===== src/rtl/tag_value_order_message_parser_assert.svh =====
// Assertion macros used by the record stage module.
// Each macro checks one property on the rising clock edge; TVO_ASSERT stays quiet
// while the asynchronous active-low reset is asserted, TVO_ASSERT_ALWAYS does not.
`ifndef TAG_VALUE_ORDER_MESSAGE_PARSER_ASSERT_SVH
`define TAG_VALUE_ORDER_MESSAGE_PARSER_ASSERT_SVH

`ifndef SYNTH

// Property checked only while out of reset.
`define TVO_ASSERT(name, clk, rstn, prop, msg) \
  name: assert property (@(posedge clk) disable iff (!rstn) prop) else $error(msg);

// Property checked at every edge, during reset as well.
`define TVO_ASSERT_ALWAYS(name, clk, prop, msg) \
  name: assert property (@(posedge clk) prop) else $error(msg);

`else

`define TVO_ASSERT(name, clk, rstn, prop, msg)
`define TVO_ASSERT_ALWAYS(name, clk, prop, msg)

`endif

`endif


===== src/rtl/tvo_pkg.sv =====
`timescale 1ns / 1ps

package tvo_pkg;

  // Reset value of the field separator: the vertical bar.
  localparam logic [7:0] SEP_RESET = 8'h7C;

  // Characters the parser reacts to.
  localparam logic [7:0] CHAR_EQUALS = 8'h3D;
  localparam logic [7:0] CHAR_ZERO   = 8'h30;
  localparam logic [7:0] CHAR_NINE   = 8'h39;
  localparam logic [7:0] CHAR_SPACE  = 8'h20;
  localparam logic [7:0] CHAR_TAB    = 8'h09;
  localparam logic [7:0] CHAR_CR     = 8'h0D;
  localparam logic [7:0] CHAR_PLUS   = 8'h2B;
  localparam logic [7:0] CHAR_MINUS  = 8'h2D;

  // Keys as stored in the key register, first character in the low byte.
  localparam logic [15:0] KEY_1  = 16'h0031;
  localparam logic [15:0] KEY_11 = 16'h3131;
  localparam logic [15:0] KEY_55 = 16'h3535;
  localparam logic [15:0] KEY_54 = 16'h3435;
  localparam logic [15:0] KEY_38 = 16'h3833;
  localparam logic [15:0] KEY_40 = 16'h3034;
  localparam logic [15:0] KEY_44 = 16'h3434;

  // Number scanner phases.
  localparam logic [1:0] PH_SPACE  = 2'd0;
  localparam logic [1:0] PH_SIGN   = 2'd1;
  localparam logic [1:0] PH_DIGITS = 2'd2;
  localparam logic [1:0] PH_STOP   = 2'd3;

  // Record slots; the six numeric slots index the value array directly.
  localparam logic [2:0] SLOT_ORDER  = 3'd0;
  localparam logic [2:0] SLOT_CLIENT = 3'd1;
  localparam logic [2:0] SLOT_SIDE   = 3'd2;
  localparam logic [2:0] SLOT_QTY    = 3'd3;
  localparam logic [2:0] SLOT_KIND   = 3'd4;
  localparam logic [2:0] SLOT_PRICE  = 3'd5;
  localparam logic [2:0] SLOT_INSTR  = 3'd6;
  localparam logic [2:0] SLOT_NONE   = 3'd7;

  // Status codes of a record.
  localparam logic [1:0] STATUS_OK       = 2'd0;
  localparam logic [1:0] STATUS_BAD_NUM  = 2'd1;
  localparam logic [1:0] STATUS_TOO_LONG = 2'd2;

  // Parse state of the field being collected.
  typedef struct packed {
    logic [1:0]  piece_count;
    logic        last_eq;
    logic [15:0] key_chars;
    logic [1:0]  key_len;
    logic [3:0]  val_len;
    logic [1:0]  phase;
    logic [31:0] mag;
    logic        neg;
    logic        num_err;
    logic [63:0] text;
  } field_t;

  // All zero is the cleared field; the phase then reads as PH_SPACE.
  localparam field_t FIELD_CLEAR = '0;

  // A closed field handed to the record stage.
  typedef struct packed {
    field_t field;
    logic   emit;
  } close_t;

  // Record being assembled, also the payload of a result item.
  typedef struct packed {
    logic [5:0][31:0] vals;
    logic [63:0]      instrument;
    logic [3:0]       instr_len;
    logic [6:0]       mask;
    logic [1:0]       status;
  } record_t;

endpackage


===== src/rtl/tvo_if.sv =====
`timescale 1ns / 1ps

// Message byte channel.
interface tvo_in_if;
  logic       valid;
  logic       ready;
  logic [7:0] data_byte;
  logic       is_last;

  modport source (output valid, output data_byte, output is_last, input ready);
  modport sink (input valid, input data_byte, input is_last, output ready);
endinterface

// Separator register write channel.
interface tvo_cfg_if;
  logic       valid;
  logic       ready;
  logic [7:0] field_separator;

  modport source (output valid, output field_separator, input ready);
  modport sink (input valid, input field_separator, output ready);
endinterface

// Parsed record channel.
interface tvo_out_if;
  logic               valid;
  logic               ready;
  logic [6:0]         present_mask;
  logic signed [31:0] order_id;
  logic signed [31:0] client_id;
  logic signed [31:0] side_code;
  logic signed [31:0] order_quantity;
  logic signed [31:0] order_kind;
  logic signed [31:0] limit_price;
  logic [63:0]        instrument_text;
  logic [3:0]         instrument_length;
  logic [1:0]         status;

  modport source (
    output valid, output present_mask, output order_id, output client_id,
    output side_code, output order_quantity, output order_kind,
    output limit_price, output instrument_text, output instrument_length,
    output status, input ready
  );
  modport sink (
    input valid, input present_mask, input order_id, input client_id,
    input side_code, input order_quantity, input order_kind,
    input limit_price, input instrument_text, input instrument_length,
    input status, output ready
  );
endinterface


===== src/rtl/tvo_field.sv =====
`timescale 1ns / 1ps

module tvo_field #(
  parameter int unsigned INSTRUMENT_BYTES = 8
) (
  input  logic            clk_i,
  input  logic            rst_ni,
  tvo_cfg_if.sink         cfg_i,
  tvo_in_if.sink          in_i,
  input  logic            advance_i,
  output logic            close_valid_o,
  output tvo_pkg::close_t close_o
);

  logic [7:0]      sep_q;
  logic            in_v_q;
  logic [7:0]      byte_q;
  logic            last_q;
  tvo_pkg::field_t fld_q;
  tvo_pkg::field_t fld_d;
  logic            is_sep;
  logic            is_eq;
  logic            is_digit;
  logic            is_space;
  logic [34:0]     mag_next;
  logic            snap_v_q;
  tvo_pkg::close_t snap_q;

  // Separator register; write it only while the block is idle, which the block does not enforce.
  assign cfg_i.ready = 1'b1;

  always_ff @(posedge clk_i or negedge rst_ni) begin
    if (!rst_ni) begin
      sep_q <= tvo_pkg::SEP_RESET;
    end else if (cfg_i.valid) begin
      sep_q <= cfg_i.field_separator;
    end
  end

  // Input register; the whole pipeline moves when the result side has room.
  assign in_i.ready = advance_i;

  always_ff @(posedge clk_i or negedge rst_ni) begin
    if (!rst_ni) begin
      in_v_q <= 1'b0;
    end else if (advance_i) begin
      in_v_q <= in_i.valid;
    end
  end

  always_ff @(posedge clk_i) begin
    if (advance_i && in_i.valid) begin
      byte_q <= in_i.data_byte;
      last_q <= in_i.is_last;
    end
  end

  // Character classes of the registered byte.
  assign is_sep   = (byte_q == sep_q);
  assign is_eq    = (byte_q == tvo_pkg::CHAR_EQUALS);
  assign is_digit = (byte_q >= tvo_pkg::CHAR_ZERO) && (byte_q <= tvo_pkg::CHAR_NINE);
  assign is_space = (byte_q == tvo_pkg::CHAR_SPACE) ||
                    ((byte_q >= tvo_pkg::CHAR_TAB) && (byte_q <= tvo_pkg::CHAR_CR));

  // Decimal accumulate: ten times the magnitude plus the new digit.
  assign mag_next = {fld_q.mag, 3'b000} + {2'b00, fld_q.mag, 1'b0} + {31'd0, byte_q[3:0]};

  // Field state after this byte.
  always_comb begin
    fld_d = fld_q;
    if (is_sep) begin
      fld_d = tvo_pkg::FIELD_CLEAR;
    end else if (is_eq) begin
      if (fld_q.piece_count != 2'd3) begin
        fld_d.piece_count = fld_q.piece_count + 2'd1;
      end
      fld_d.last_eq = 1'b1;
    end else begin
      fld_d.last_eq = 1'b0;
      if (fld_q.piece_count == 2'd0) begin
        // Key bytes: the first two are kept, the length saturates at three.
        if (fld_q.key_len == 2'd0) begin
          fld_d.key_chars[7:0] = byte_q;
        end else if (fld_q.key_len == 2'd1) begin
          fld_d.key_chars[15:8] = byte_q;
        end
        if (fld_q.key_len != 2'd3) begin
          fld_d.key_len = fld_q.key_len + 2'd1;
        end
      end else if (fld_q.piece_count == 2'd1) begin
        // Value bytes: text capture and the number scanner run side by side.
        for (int i = 0; i < INSTRUMENT_BYTES; i++) begin
          if (fld_q.val_len == 4'(i)) begin
            fld_d.text[i*8 +: 8] = byte_q;
          end
        end
        if (fld_q.val_len != 4'd15) begin
          fld_d.val_len = fld_q.val_len + 4'd1;
        end
        if (fld_q.phase != tvo_pkg::PH_STOP) begin
          if (is_digit) begin
            if (mag_next > 35'd2147483648) begin
              fld_d.num_err = 1'b1;
              fld_d.phase   = tvo_pkg::PH_STOP;
            end else begin
              fld_d.mag   = mag_next[31:0];
              fld_d.phase = tvo_pkg::PH_DIGITS;
            end
          end else if ((fld_q.phase == tvo_pkg::PH_SPACE) && is_space) begin
            fld_d.phase = tvo_pkg::PH_SPACE;
          end else if ((fld_q.phase == tvo_pkg::PH_SPACE) &&
                       ((byte_q == tvo_pkg::CHAR_PLUS) || (byte_q == tvo_pkg::CHAR_MINUS))) begin
            fld_d.neg   = (byte_q == tvo_pkg::CHAR_MINUS);
            fld_d.phase = tvo_pkg::PH_SIGN;
          end else begin
            if (fld_q.phase != tvo_pkg::PH_DIGITS) begin
              fld_d.num_err = 1'b1;
            end
            fld_d.phase = tvo_pkg::PH_STOP;
          end
        end
      end
    end
  end

  // Field state register; the end of a message starts a fresh field.
  always_ff @(posedge clk_i or negedge rst_ni) begin
    if (!rst_ni) begin
      fld_q <= tvo_pkg::FIELD_CLEAR;
    end else if (advance_i && in_v_q) begin
      fld_q <= last_q ? tvo_pkg::FIELD_CLEAR : fld_d;
    end
  end

  // Closed field register. A separator closes the field before it; a last
  // byte that is not a separator closes the field it completes. The empty
  // field after a final separator needs no close of its own.
  always_ff @(posedge clk_i or negedge rst_ni) begin
    if (!rst_ni) begin
      snap_v_q <= 1'b0;
    end else if (advance_i) begin
      snap_v_q <= in_v_q && (is_sep || last_q);
    end
  end

  always_ff @(posedge clk_i) begin
    if (advance_i && in_v_q) begin
      snap_q.field <= is_sep ? fld_q : fld_d;
      snap_q.emit  <= last_q;
    end
  end

  assign close_valid_o = snap_v_q;
  assign close_o       = snap_q;

endmodule


===== src/rtl/tvo_record.sv =====
`timescale 1ns / 1ps

`include "tag_value_order_message_parser_assert.svh"

module tvo_record #(
  parameter int unsigned INSTRUMENT_BYTES = 8
) (
  input  logic            clk_i,
  input  logic            rst_ni,
  input  logic            close_valid_i,
  input  tvo_pkg::close_t close_i,
  output logic            advance_o,
  tvo_out_if.source       out_o
);

  tvo_pkg::field_t  fld;
  logic             field_ok;
  logic [2:0]       slot;
  logic [6:0]       slot_bit;
  logic             num_bad;
  logic [31:0]      num_val;
  tvo_pkg::record_t rec_q;
  tvo_pkg::record_t rec_d;
  logic             take;
  logic             emit_new;
  logic             out_v_q;
  tvo_pkg::record_t out_q;
  logic             skid_v_q;
  tvo_pkg::record_t skid_q;

  assign fld = close_i.field;

  // A field counts with a non-empty value and exactly two pieces.
  assign field_ok = (fld.val_len != 4'd0) &&
                    (((fld.piece_count == 2'd1) && !fld.last_eq) ||
                     ((fld.piece_count == 2'd2) && fld.last_eq));

  // Key decoder.
  always_comb begin
    slot     = tvo_pkg::SLOT_NONE;
    slot_bit = 7'd0;
    if (field_ok) begin
      unique case ({fld.key_len, fld.key_chars})
        {2'd1, tvo_pkg::KEY_1}: begin
          slot     = tvo_pkg::SLOT_CLIENT;
          slot_bit = 7'b000_0010;
        end
        {2'd2, tvo_pkg::KEY_11}: begin
          slot     = tvo_pkg::SLOT_ORDER;
          slot_bit = 7'b000_0001;
        end
        {2'd2, tvo_pkg::KEY_55}: begin
          slot     = tvo_pkg::SLOT_INSTR;
          slot_bit = 7'b000_0100;
        end
        {2'd2, tvo_pkg::KEY_54}: begin
          slot     = tvo_pkg::SLOT_SIDE;
          slot_bit = 7'b000_1000;
        end
        {2'd2, tvo_pkg::KEY_38}: begin
          slot     = tvo_pkg::SLOT_QTY;
          slot_bit = 7'b001_0000;
        end
        {2'd2, tvo_pkg::KEY_40}: begin
          slot     = tvo_pkg::SLOT_KIND;
          slot_bit = 7'b010_0000;
        end
        {2'd2, tvo_pkg::KEY_44}: begin
          slot     = tvo_pkg::SLOT_PRICE;
          slot_bit = 7'b100_0000;
        end
        default: begin
          slot     = tvo_pkg::SLOT_NONE;
          slot_bit = 7'd0;
        end
      endcase
    end
  end

  // Number result: no digits, a scan error or a positive 2^31 is bad.
  assign num_bad = fld.num_err || (fld.phase == tvo_pkg::PH_SPACE) ||
                   (fld.phase == tvo_pkg::PH_SIGN) || (!fld.neg && fld.mag[31]);
  assign num_val = fld.neg ? (32'd0 - fld.mag) : fld.mag;

  // Record after this closed field; the first error is kept.
  always_comb begin
    rec_d = rec_q;
    if (slot == tvo_pkg::SLOT_INSTR) begin
      if (fld.val_len > 4'(INSTRUMENT_BYTES)) begin
        if (rec_q.status == tvo_pkg::STATUS_OK) begin
          rec_d.status = tvo_pkg::STATUS_TOO_LONG;
        end
      end else begin
        rec_d.instrument = fld.text;
        rec_d.instr_len  = fld.val_len;
        rec_d.mask       = rec_q.mask | slot_bit;
      end
    end else if (slot != tvo_pkg::SLOT_NONE) begin
      if (num_bad) begin
        if (rec_q.status == tvo_pkg::STATUS_OK) begin
          rec_d.status = tvo_pkg::STATUS_BAD_NUM;
        end
      end else begin
        rec_d.vals[slot] = num_val;
        rec_d.mask       = rec_q.mask | slot_bit;
      end
    end
  end

  assign take     = close_valid_i && advance_o;
  assign emit_new = take && close_i.emit;

  // Record register, cleared once its record is handed to the result stage.
  always_ff @(posedge clk_i or negedge rst_ni) begin
    if (!rst_ni) begin
      rec_q <= '0;
    end else if (take) begin
      rec_q <= close_i.emit ? '0 : rec_d;
    end
  end

  // Result register with a skid stage; the pipeline halts only while the
  // skid stage holds an item.
  assign advance_o = !skid_v_q;

  always_ff @(posedge clk_i or negedge rst_ni) begin
    if (!rst_ni) begin
      out_v_q  <= 1'b0;
      skid_v_q <= 1'b0;
    end else if (out_v_q && out_o.ready) begin
      if (skid_v_q) begin
        skid_v_q <= 1'b0;
      end else begin
        out_v_q <= emit_new;
      end
    end else if (!out_v_q) begin
      out_v_q <= emit_new;
    end else if (emit_new) begin
      skid_v_q <= 1'b1;
    end
  end

  always_ff @(posedge clk_i) begin
    if (out_v_q && out_o.ready && skid_v_q) begin
      out_q <= skid_q;
    end else if ((!out_v_q || out_o.ready) && emit_new) begin
      out_q <= rec_d;
    end else if (out_v_q && !out_o.ready && emit_new) begin
      skid_q <= rec_d;
    end
  end

  // Output channel.
  assign out_o.valid             = out_v_q;
  assign out_o.present_mask      = out_q.mask;
  assign out_o.order_id          = out_q.vals[tvo_pkg::SLOT_ORDER];
  assign out_o.client_id         = out_q.vals[tvo_pkg::SLOT_CLIENT];
  assign out_o.side_code         = out_q.vals[tvo_pkg::SLOT_SIDE];
  assign out_o.order_quantity    = out_q.vals[tvo_pkg::SLOT_QTY];
  assign out_o.order_kind        = out_q.vals[tvo_pkg::SLOT_KIND];
  assign out_o.limit_price       = out_q.vals[tvo_pkg::SLOT_PRICE];
  assign out_o.instrument_text   = out_q.instrument;
  assign out_o.instrument_length = out_q.instr_len;
  assign out_o.status            = out_q.status;

  // The skid stage only fills behind a waiting result.
  `TVO_ASSERT(a_skid_behind_out, clk_i, rst_ni, skid_v_q |-> out_v_q, "skid item without result")

  // After a record goes out the next one starts empty.
  `TVO_ASSERT(a_record_cleared, clk_i, rst_ni, emit_new |=> (rec_q.mask == 7'd0 && rec_q.status == tvo_pkg::STATUS_OK), "record not cleared after emit")

  // A captured instrument never claims more bytes than are stored.
  `TVO_ASSERT(a_instr_len, clk_i, rst_ni, out_v_q |-> (out_q.instr_len <= 4'(INSTRUMENT_BYTES)), "instrument length out of range")

  // No status code beyond the defined ones.
  `TVO_ASSERT(a_status_code, clk_i, rst_ni, out_v_q |-> (out_q.status != 2'd3), "undefined status code")

endmodule


===== src/rtl/tag_value_order_message_parser.sv =====
// Tag-value order message parser: one message byte per cycle, one record per message.
// Throughput is one byte per cycle while ready is high; neither the byte stage nor the
// record stage iterates.
// The last byte passes the input and closed field registers before the result register.
// Ready drops only while a second record waits in the skid stage behind an untaken one.
// Reset clears parse and record state and sets the separator to the vertical bar.
`timescale 1ns / 1ps

module tag_value_order_message_parser #(
  parameter int unsigned INSTRUMENT_BYTES = 8
) (
  input  logic      clk_i,
  input  logic      rst_ni,
  tvo_cfg_if.sink   cfg_i,
  tvo_in_if.sink    in_i,
  tvo_out_if.source out_o
);

  logic            advance;
  logic            close_valid;
  tvo_pkg::close_t close_field;

  // Byte stage: separator register, input register, field scanner and closed field register.
  tvo_field #(
    .INSTRUMENT_BYTES(INSTRUMENT_BYTES)
  ) u_field (
    .clk_i        (clk_i),
    .rst_ni       (rst_ni),
    .cfg_i        (cfg_i),
    .in_i         (in_i),
    .advance_i    (advance),
    .close_valid_o(close_valid),
    .close_o      (close_field)
  );

  // Record stage: key decode, record update and result register.
  tvo_record #(
    .INSTRUMENT_BYTES(INSTRUMENT_BYTES)
  ) u_record (
    .clk_i        (clk_i),
    .rst_ni       (rst_ni),
    .close_valid_i(close_valid),
    .close_i      (close_field),
    .advance_o    (advance),
    .out_o        (out_o)
  );

endmodule


===== src/flat_wrapper.sv =====
// flat-port wrapper written by rule: the top's interface ports become plain ports
module tag_value_order_message_parser_flat 
#(
  parameter int unsigned INSTRUMENT_BYTES = 8
)
  (clk_i, rst_ni, cfg_i_valid, cfg_i_field_separator, cfg_i_ready, in_i_valid, in_i_data_byte, in_i_is_last, in_i_ready, out_o_valid, out_o_present_mask, out_o_order_id, out_o_client_id, out_o_side_code, out_o_order_quantity, out_o_order_kind, out_o_limit_price, out_o_instrument_text, out_o_instrument_length, out_o_status, out_o_ready);
  tvo_cfg_if cfg_i_i ();
  tvo_in_if in_i_i ();
  tvo_out_if out_o_i ();
  input  logic clk_i;
  input  logic rst_ni;
  input wire logic [$bits(cfg_i_i.valid)-1:0] cfg_i_valid;
  input wire logic [$bits(cfg_i_i.field_separator)-1:0] cfg_i_field_separator;
  output wire logic [$bits(cfg_i_i.ready)-1:0] cfg_i_ready;
  input wire logic [$bits(in_i_i.valid)-1:0] in_i_valid;
  input wire logic [$bits(in_i_i.data_byte)-1:0] in_i_data_byte;
  input wire logic [$bits(in_i_i.is_last)-1:0] in_i_is_last;
  output wire logic [$bits(in_i_i.ready)-1:0] in_i_ready;
  output wire logic [$bits(out_o_i.valid)-1:0] out_o_valid;
  output wire logic [$bits(out_o_i.present_mask)-1:0] out_o_present_mask;
  output wire logic [$bits(out_o_i.order_id)-1:0] out_o_order_id;
  output wire logic [$bits(out_o_i.client_id)-1:0] out_o_client_id;
  output wire logic [$bits(out_o_i.side_code)-1:0] out_o_side_code;
  output wire logic [$bits(out_o_i.order_quantity)-1:0] out_o_order_quantity;
  output wire logic [$bits(out_o_i.order_kind)-1:0] out_o_order_kind;
  output wire logic [$bits(out_o_i.limit_price)-1:0] out_o_limit_price;
  output wire logic [$bits(out_o_i.instrument_text)-1:0] out_o_instrument_text;
  output wire logic [$bits(out_o_i.instrument_length)-1:0] out_o_instrument_length;
  output wire logic [$bits(out_o_i.status)-1:0] out_o_status;
  input wire logic [$bits(out_o_i.ready)-1:0] out_o_ready;
  assign cfg_i_i.valid = cfg_i_valid;
  assign cfg_i_i.field_separator = cfg_i_field_separator;
  assign cfg_i_ready = cfg_i_i.ready;
  assign in_i_i.valid = in_i_valid;
  assign in_i_i.data_byte = in_i_data_byte;
  assign in_i_i.is_last = in_i_is_last;
  assign in_i_ready = in_i_i.ready;
  assign out_o_valid = out_o_i.valid;
  assign out_o_present_mask = out_o_i.present_mask;
  assign out_o_order_id = out_o_i.order_id;
  assign out_o_client_id = out_o_i.client_id;
  assign out_o_side_code = out_o_i.side_code;
  assign out_o_order_quantity = out_o_i.order_quantity;
  assign out_o_order_kind = out_o_i.order_kind;
  assign out_o_limit_price = out_o_i.limit_price;
  assign out_o_instrument_text = out_o_i.instrument_text;
  assign out_o_instrument_length = out_o_i.instrument_length;
  assign out_o_status = out_o_i.status;
  assign out_o_i.ready = out_o_ready;
  tag_value_order_message_parser #(.INSTRUMENT_BYTES(INSTRUMENT_BYTES)) u_core (.clk_i(clk_i), .rst_ni(rst_ni), .cfg_i(cfg_i_i), .in_i(in_i_i), .out_o(out_o_i));
endmodule

===== config.mk =====
export PLATFORM = sky130hd
export DESIGN_NAME = tag_value_order_message_parser_flat
export DESIGN_NICKNAME = d
export VERILOG_FILES = /design/src/rtl/tvo_pkg.sv /design/src/rtl/tvo_if.sv /design/src/rtl/tvo_field.sv /design/src/rtl/tvo_record.sv /design/src/rtl/tag_value_order_message_parser.sv /design/src/flat_wrapper.sv
export VERILOG_INCLUDE_DIRS = /design/src /design/src/rtl
export SDC_FILE = /design/constraint.sdc
export NUM_CORES = 2
export LEC_CHECK = 0
export BUFFER_PORTS_ARGS = -buffer_cell sky130_fd_sc_hd__buf_2
export CAP_MARGIN = 10
export CORE_MARGIN = 5
export CORE_UTILIZATION = 65
export CTS_CLUSTER_SIZE = 30
export DETAILED_ROUTE_END_ITERATION = 10
export PLACE_DENSITY = 0.85
export SYNTH_ARGS = -nofsm -noshare
export SYNTH_HDL_FRONTEND = slang
export SYNTH_SLANG_ARGS = --single-unit

===== constraint.sdc =====
create_clock -name clk_i -period 31.8 [get_ports clk_i]
set_clock_uncertainty 0.2 [all_clocks]
set_input_delay 6.36 -clock clk_i [delete_from_list [all_inputs] [get_ports clk_i]]
set_output_delay 6.36 -clock clk_i [all_outputs]
set_load 0.1 [all_outputs]

==> impl.org <==
** Outcome
- Result of the run :: complete, no violations

** Clock network
- No sink is reached through more buffers than the 3 on the longest clock path.
- For the worst-skew pair, the clock arrives at the later sink with an insertion delay of 0.69 ns.
- Clock tree sinks :: 1078
- H-tree lvl count :: 3
- The cell sitting at the root of the clock tree is a sky130_fd_sc_hd__clkbuf_16.
- CTS clock-pin slew for the worst setup and hold paths :: 0.06 ns
- Number of cells upsized or downsized after cts :: 0
- Number of hold-repair buffers added at the cts stage :: 0
- TritonCTS built the clock tree.
- Buffers added to address setup during post-CTS repair amount to 0.
- Number of buffers created by CTS :: 106

** Worst hold path
- Cell count of the worst hold path :: 2
- In this run the most critical hold path is launched from u_core.u_record.rec_q[92].
- WHS Endpoint :: u_core.u_record.rec_q[92]
- Path class of the lowest-slack min-delay path :: flip-flop to flip-flop

** Setup path
- Crit path launch type :: primary input
- At the worst endpoint, the required time is 31.91 ns.
- Worst path max stage delay :: 0.97 ns
- Most repeated library cell on the critical path :: sky130_fd_sc_hd__buf_4
- Type of destination of the critical path :: flip-flop
- Together, buffers and inverters on the worst path number 5.
- Kind of critical path :: primary input to flip-flop
- The worst register-to-register path ends at u_core.u_field.close_o[72].
- The largest individual stage delay along the critical path comes from the cell sky130_fd_sc_hd__buf_4.
- The worst register-to-register path has a depth of 17.
- The worst register-to-register path has a setup slack of 25.83 ns.
- Top delay family on crit path :: buffers and inverters
- Largest fanout on the critical path :: 89
- Worst path arrival time :: 9.57 ns
- Source of the worst register-to-register timing path :: u_core.u_field.byte_q[3]
- The signal on the critical path passes through buf_2, inv_1, a21oi_4, buf_4, buf_4, buf_4.

** Placed design
- Summed over all nets, the half-perimeter wirelength after detailed placement is 71800 um.
- Count of buffers inserted at the top-level ports :: 292
- Placed Instance Area :: 49000 um^2
- Routability Congestion :: 0.891

** Timing
- Dividing the final minimum period by the clock period gives 29.7%.
- Setup violations remaining at the end of the flow were counted as 0.
- Maximum operating frequency :: 0.106 GHz
- For the finished layout, the period the worst path requires is 9.46 ns.
- The final number of hold-violating endpoints came to 0.
- Unrepaired setup endpoints after global routing :: false
- At the pin with the least slew margin, the transition time is 1.30 ns.
- WHS :: 0.282 ns
- Slew HR :: 12.8%
- The count of final max-slew check failures is 0.
- For the final routed database, the setup TNS stands at 0 ns.

** Logic synthesis
- Top cell type by total area after synthesis :: sky130_fd_sc_hd__edfxtp_1
- Sequential-to-total area share from yosys stat :: 65.1%
- Synthesis produced a netlist with a net count of 3996.
- Leading cell types by total area after synthesis :: sky130_fd_sc_hd__edfxtp_1, sky130_fd_sc_hd__dfrtp_1, sky130_fd_sc_hd__mux2_2
- Dividing the synthesized area by the synthesized cell count gives 11.9 um^2.
- Count of different cell masters after synthesis :: 93
- For this run, the number of Yosys warnings is 0.
- Netlist area before placement :: 46600 um^2
- In this run, synthesis inferred 672 flip-flops with an integrated enable.
- In the synthesized netlist, the number of instances is 3904.
- After synthesis the netlist holds a flip-flop and latch count of 1078.
- For this run, the leading register cell type out of synthesis is sky130_fd_sc_hd__edfxtp_1.
- Share of flip-flops with an asynchronous set or reset after synthesis :: 37.7%
- Portion of synthesized cell area occupied by the leading cell type :: 43.3%

** Finish
- Total number of nets in the final design :: 4240
- The repair_antennas step left the layout with diodes totalling 0.
- Total area of multi-input combinational cells :: 14800 um^2
- Register Area :: 30300 um^2
- Most frequent cells in the layout :: sky130_fd_sc_hd__edfxtp_1, sky130_fd_sc_hd__nand2_1, sky130_fd_sc_hd__o21ai_0, sky130_fd_sc_hd__nor2_1, sky130_fd_sc_hd__dfrtp_1
- Final std cell area, no fill :: 52500 um^2
- Most frequent standard cell in the layout excluding fill and tap cells :: sky130_fd_sc_hd__edfxtp_1
- Count of fill cells added during filler insertion :: 4354
- Area growth from synthesis to layout :: 12.6%
- Fraction of final layout cells sized beyond drive strength 1 :: 18.6%

** Global route
- Initial antenna violation count :: 1
- The number of global-route vias before repair is 32.0k.
- For this run the aggregate overflow at the end of global routing stands at 0.
- Maximum number of pins on one net before global-route repair :: 134
- Global routing consumed, over all layers together, 29.5% of the routing resources.
- The first global-routing pass estimated 182000 um of wire.

** Route
- DRC marker count from the first detailed-route iteration :: 4500
- In the routed design, unresolved DRC markers number 0.
- The final layout contains routed wiring with a total length of 116000 um.
- The first detailed-routing pass ran for 6 iterations.
- Via-per-instance ratio :: 6.28
- Via Count :: 32.6k
- Once detail routing completed, the nets flagged for antenna violations numbered 0.
- After detailed routing, the average wire length per cell comes to 22.4 um.

** Pwr
- Maximum VDD drop :: 0.0727 mV
- Dividing total power by cell area gives a power density of 78.9 nW/um^2.
- Total power for the finished layout comes to 4.14 mW.
- Lkg Pwr :: 22.3 nW

** Floorplanning
- 294 I/O pins were placed.
- Area enclosed by the die boundary :: 77200 um^2
- The die is 278 um wide.
- Initial Util :: 65.3%
- The core region is 71400 um^2.
- After floorplanning, the core was divided into 98 placement rows.
- Die span in y :: 278 um

** Run
- Max-capacitance violation count :: 0
## metal layers
metal | global-route usage, % | share of wire, % | up-vias
met2 | 47.3 | 48 | 1815
met4 | 10.9 | 3.8 | 0
li1 | - | - | 14400
met5 | 0 | 0 | -
met1 | 41.3 | 39 | 16100
met3 | 5.23 | 9.5 | 290
## worst max path at each step
stage,end,start,cells after the start
2_1_floorplan,u_core.u_record.out_o.client_id[0],out_o_ready,2
3_3_place_gp,u_core.u_record.out_o.instrument_text[37],out_o_ready,6
3_5_place_dp,u_core.u_record.out_o.instrument_text[36],out_o_ready,6
4_1_cts,u_core.u_record.out_o.instrument_length[0],out_o_ready,6
5_1_grt,u_core.u_record.out_o.instrument_text[37],out_o_ready,6
6_report,u_core.u_record.out_o.instrument_text[36],out_o_ready,6
## state kept, by name, indices dropped and copies added, names as in the netlist
register / count
u_core.u_record.out_o.present_mask: 7
u_core.u_record.out_o.status: 2
u_core.u_record.out_o.order_id: 32
u_core.u_record.out_o.instrument_length: 4
u_core.u_record.out_o.order_quantity: 32
u_core.u_record.out_o.side_code: 32
u_core.u_field.close_o: 125
u_core.u_record.rec_q: 269
u_core.u_field.fld_q: 125
u_core.u_field.in_v_q: 1
u_core.u_record.out_o.client_id: 32
u_core.u_record.out_o.valid: 1
u_core.u_record.skid_q: 269
u_core.u_field.byte_q: 8
u_core.u_field.close_valid_o: 1
u_core.u_record.out_o.instrument_text: 64
u_core.u_field.last_q: 1
u_core.u_field.sep_q: 8
u_core.u_record.out_o.limit_price: 32
u_core.u_record.out_o.order_kind: 32
u_core.u_record.skid_v_q: 1
## tightest hold or removal path, stage by stage (launching register included)
cell and delay, ns:
sky130_fd_sc_hd__dfrtp_1 0.34, sky130_fd_sc_hd__nand2_1 0.05, sky130_fd_sc_hd__o21ai_0 0.06
## cell type report
| type | instances | share of cell area, % |
|---|---|---|
| Inverter | 187 | 1.34 |
| Multi-Input combinational cell | 2424 | 28.3 |
| Timing Repair Buffer | 351 | 3.64 |
| Clock buffer | 149 | 5.59 |
| Sequential cell | 1078 | 57.8 |
| Clock inverter | 52 | 1.11 |
| Tap cell | 950 | 2.26 |
## synthesized netlist by cell type, drive strengths merged, types with 5 or more instances
library cell and count:
a211oi 7, a21bo 6, a21o 17, a21oi 195
a22o 153, a31oi 9, and2 17, and3 18
buf 28, clkbuf 187, dfrtp 401, dfstp 5
edfxtp 672, ha 68, inv 186, mux2 228
mux2i 11, nand2 507, nand2b 21, nand3 26
nand4 14, nor2 413, nor2b 12, nor3 26
nor4 15, nor4b 5, o211a 5, o21a 6
o21ai 439, o21bai 6, o2bb2ai 27, o31ai 18
o41ai 6, or2 7, or3 16, or4 7
xnor2 13, xor2 43
## stage by stage
step / setup WS (ns) / instances / util (%)
floorplan: 11.37 / 3904 / -
global placement: 21.78 / 4990 / 68.7
detailed placement: 21.70 / 4990 / 68.7
CTS: 22.38 / 5191 / 73.6
global route: 22.18 / 5191 / 73.6
finish: 22.34 / 5191 / 73.6
## logic make-up (layout without fill, tap and decap cells)
logic type | after synthesis | count (layout) | share of synthesized area (%)
simple gates | 1123 | 1123 | 10.2
compound gates | 935 | 935 | 12.5
buf+inv | 402 | 739 | 3.30
flops | 1078 | 1078 | 65.1
mux | 239 | 239 | 5.90
other cells | 1 | 1 | 0.00804
fa+ha+maj | 70 | 70 | 1.91
xor+xnor | 56 | 56 | 1.08
## power by group
| part | switching (mW) | total [mW] | internal [mW] |
|---|---|---|---|
| sequential | 0.0940 | 1.80 | 1.70 |
| combinational | 0.943 | 1.09 | 0.147 |
| clock | 0.540 | 1.25 | 0.715 |
| total | 1.58 | 4.14 | 2.57 |
Note: power is estimated with default switching activity, not from simulation.
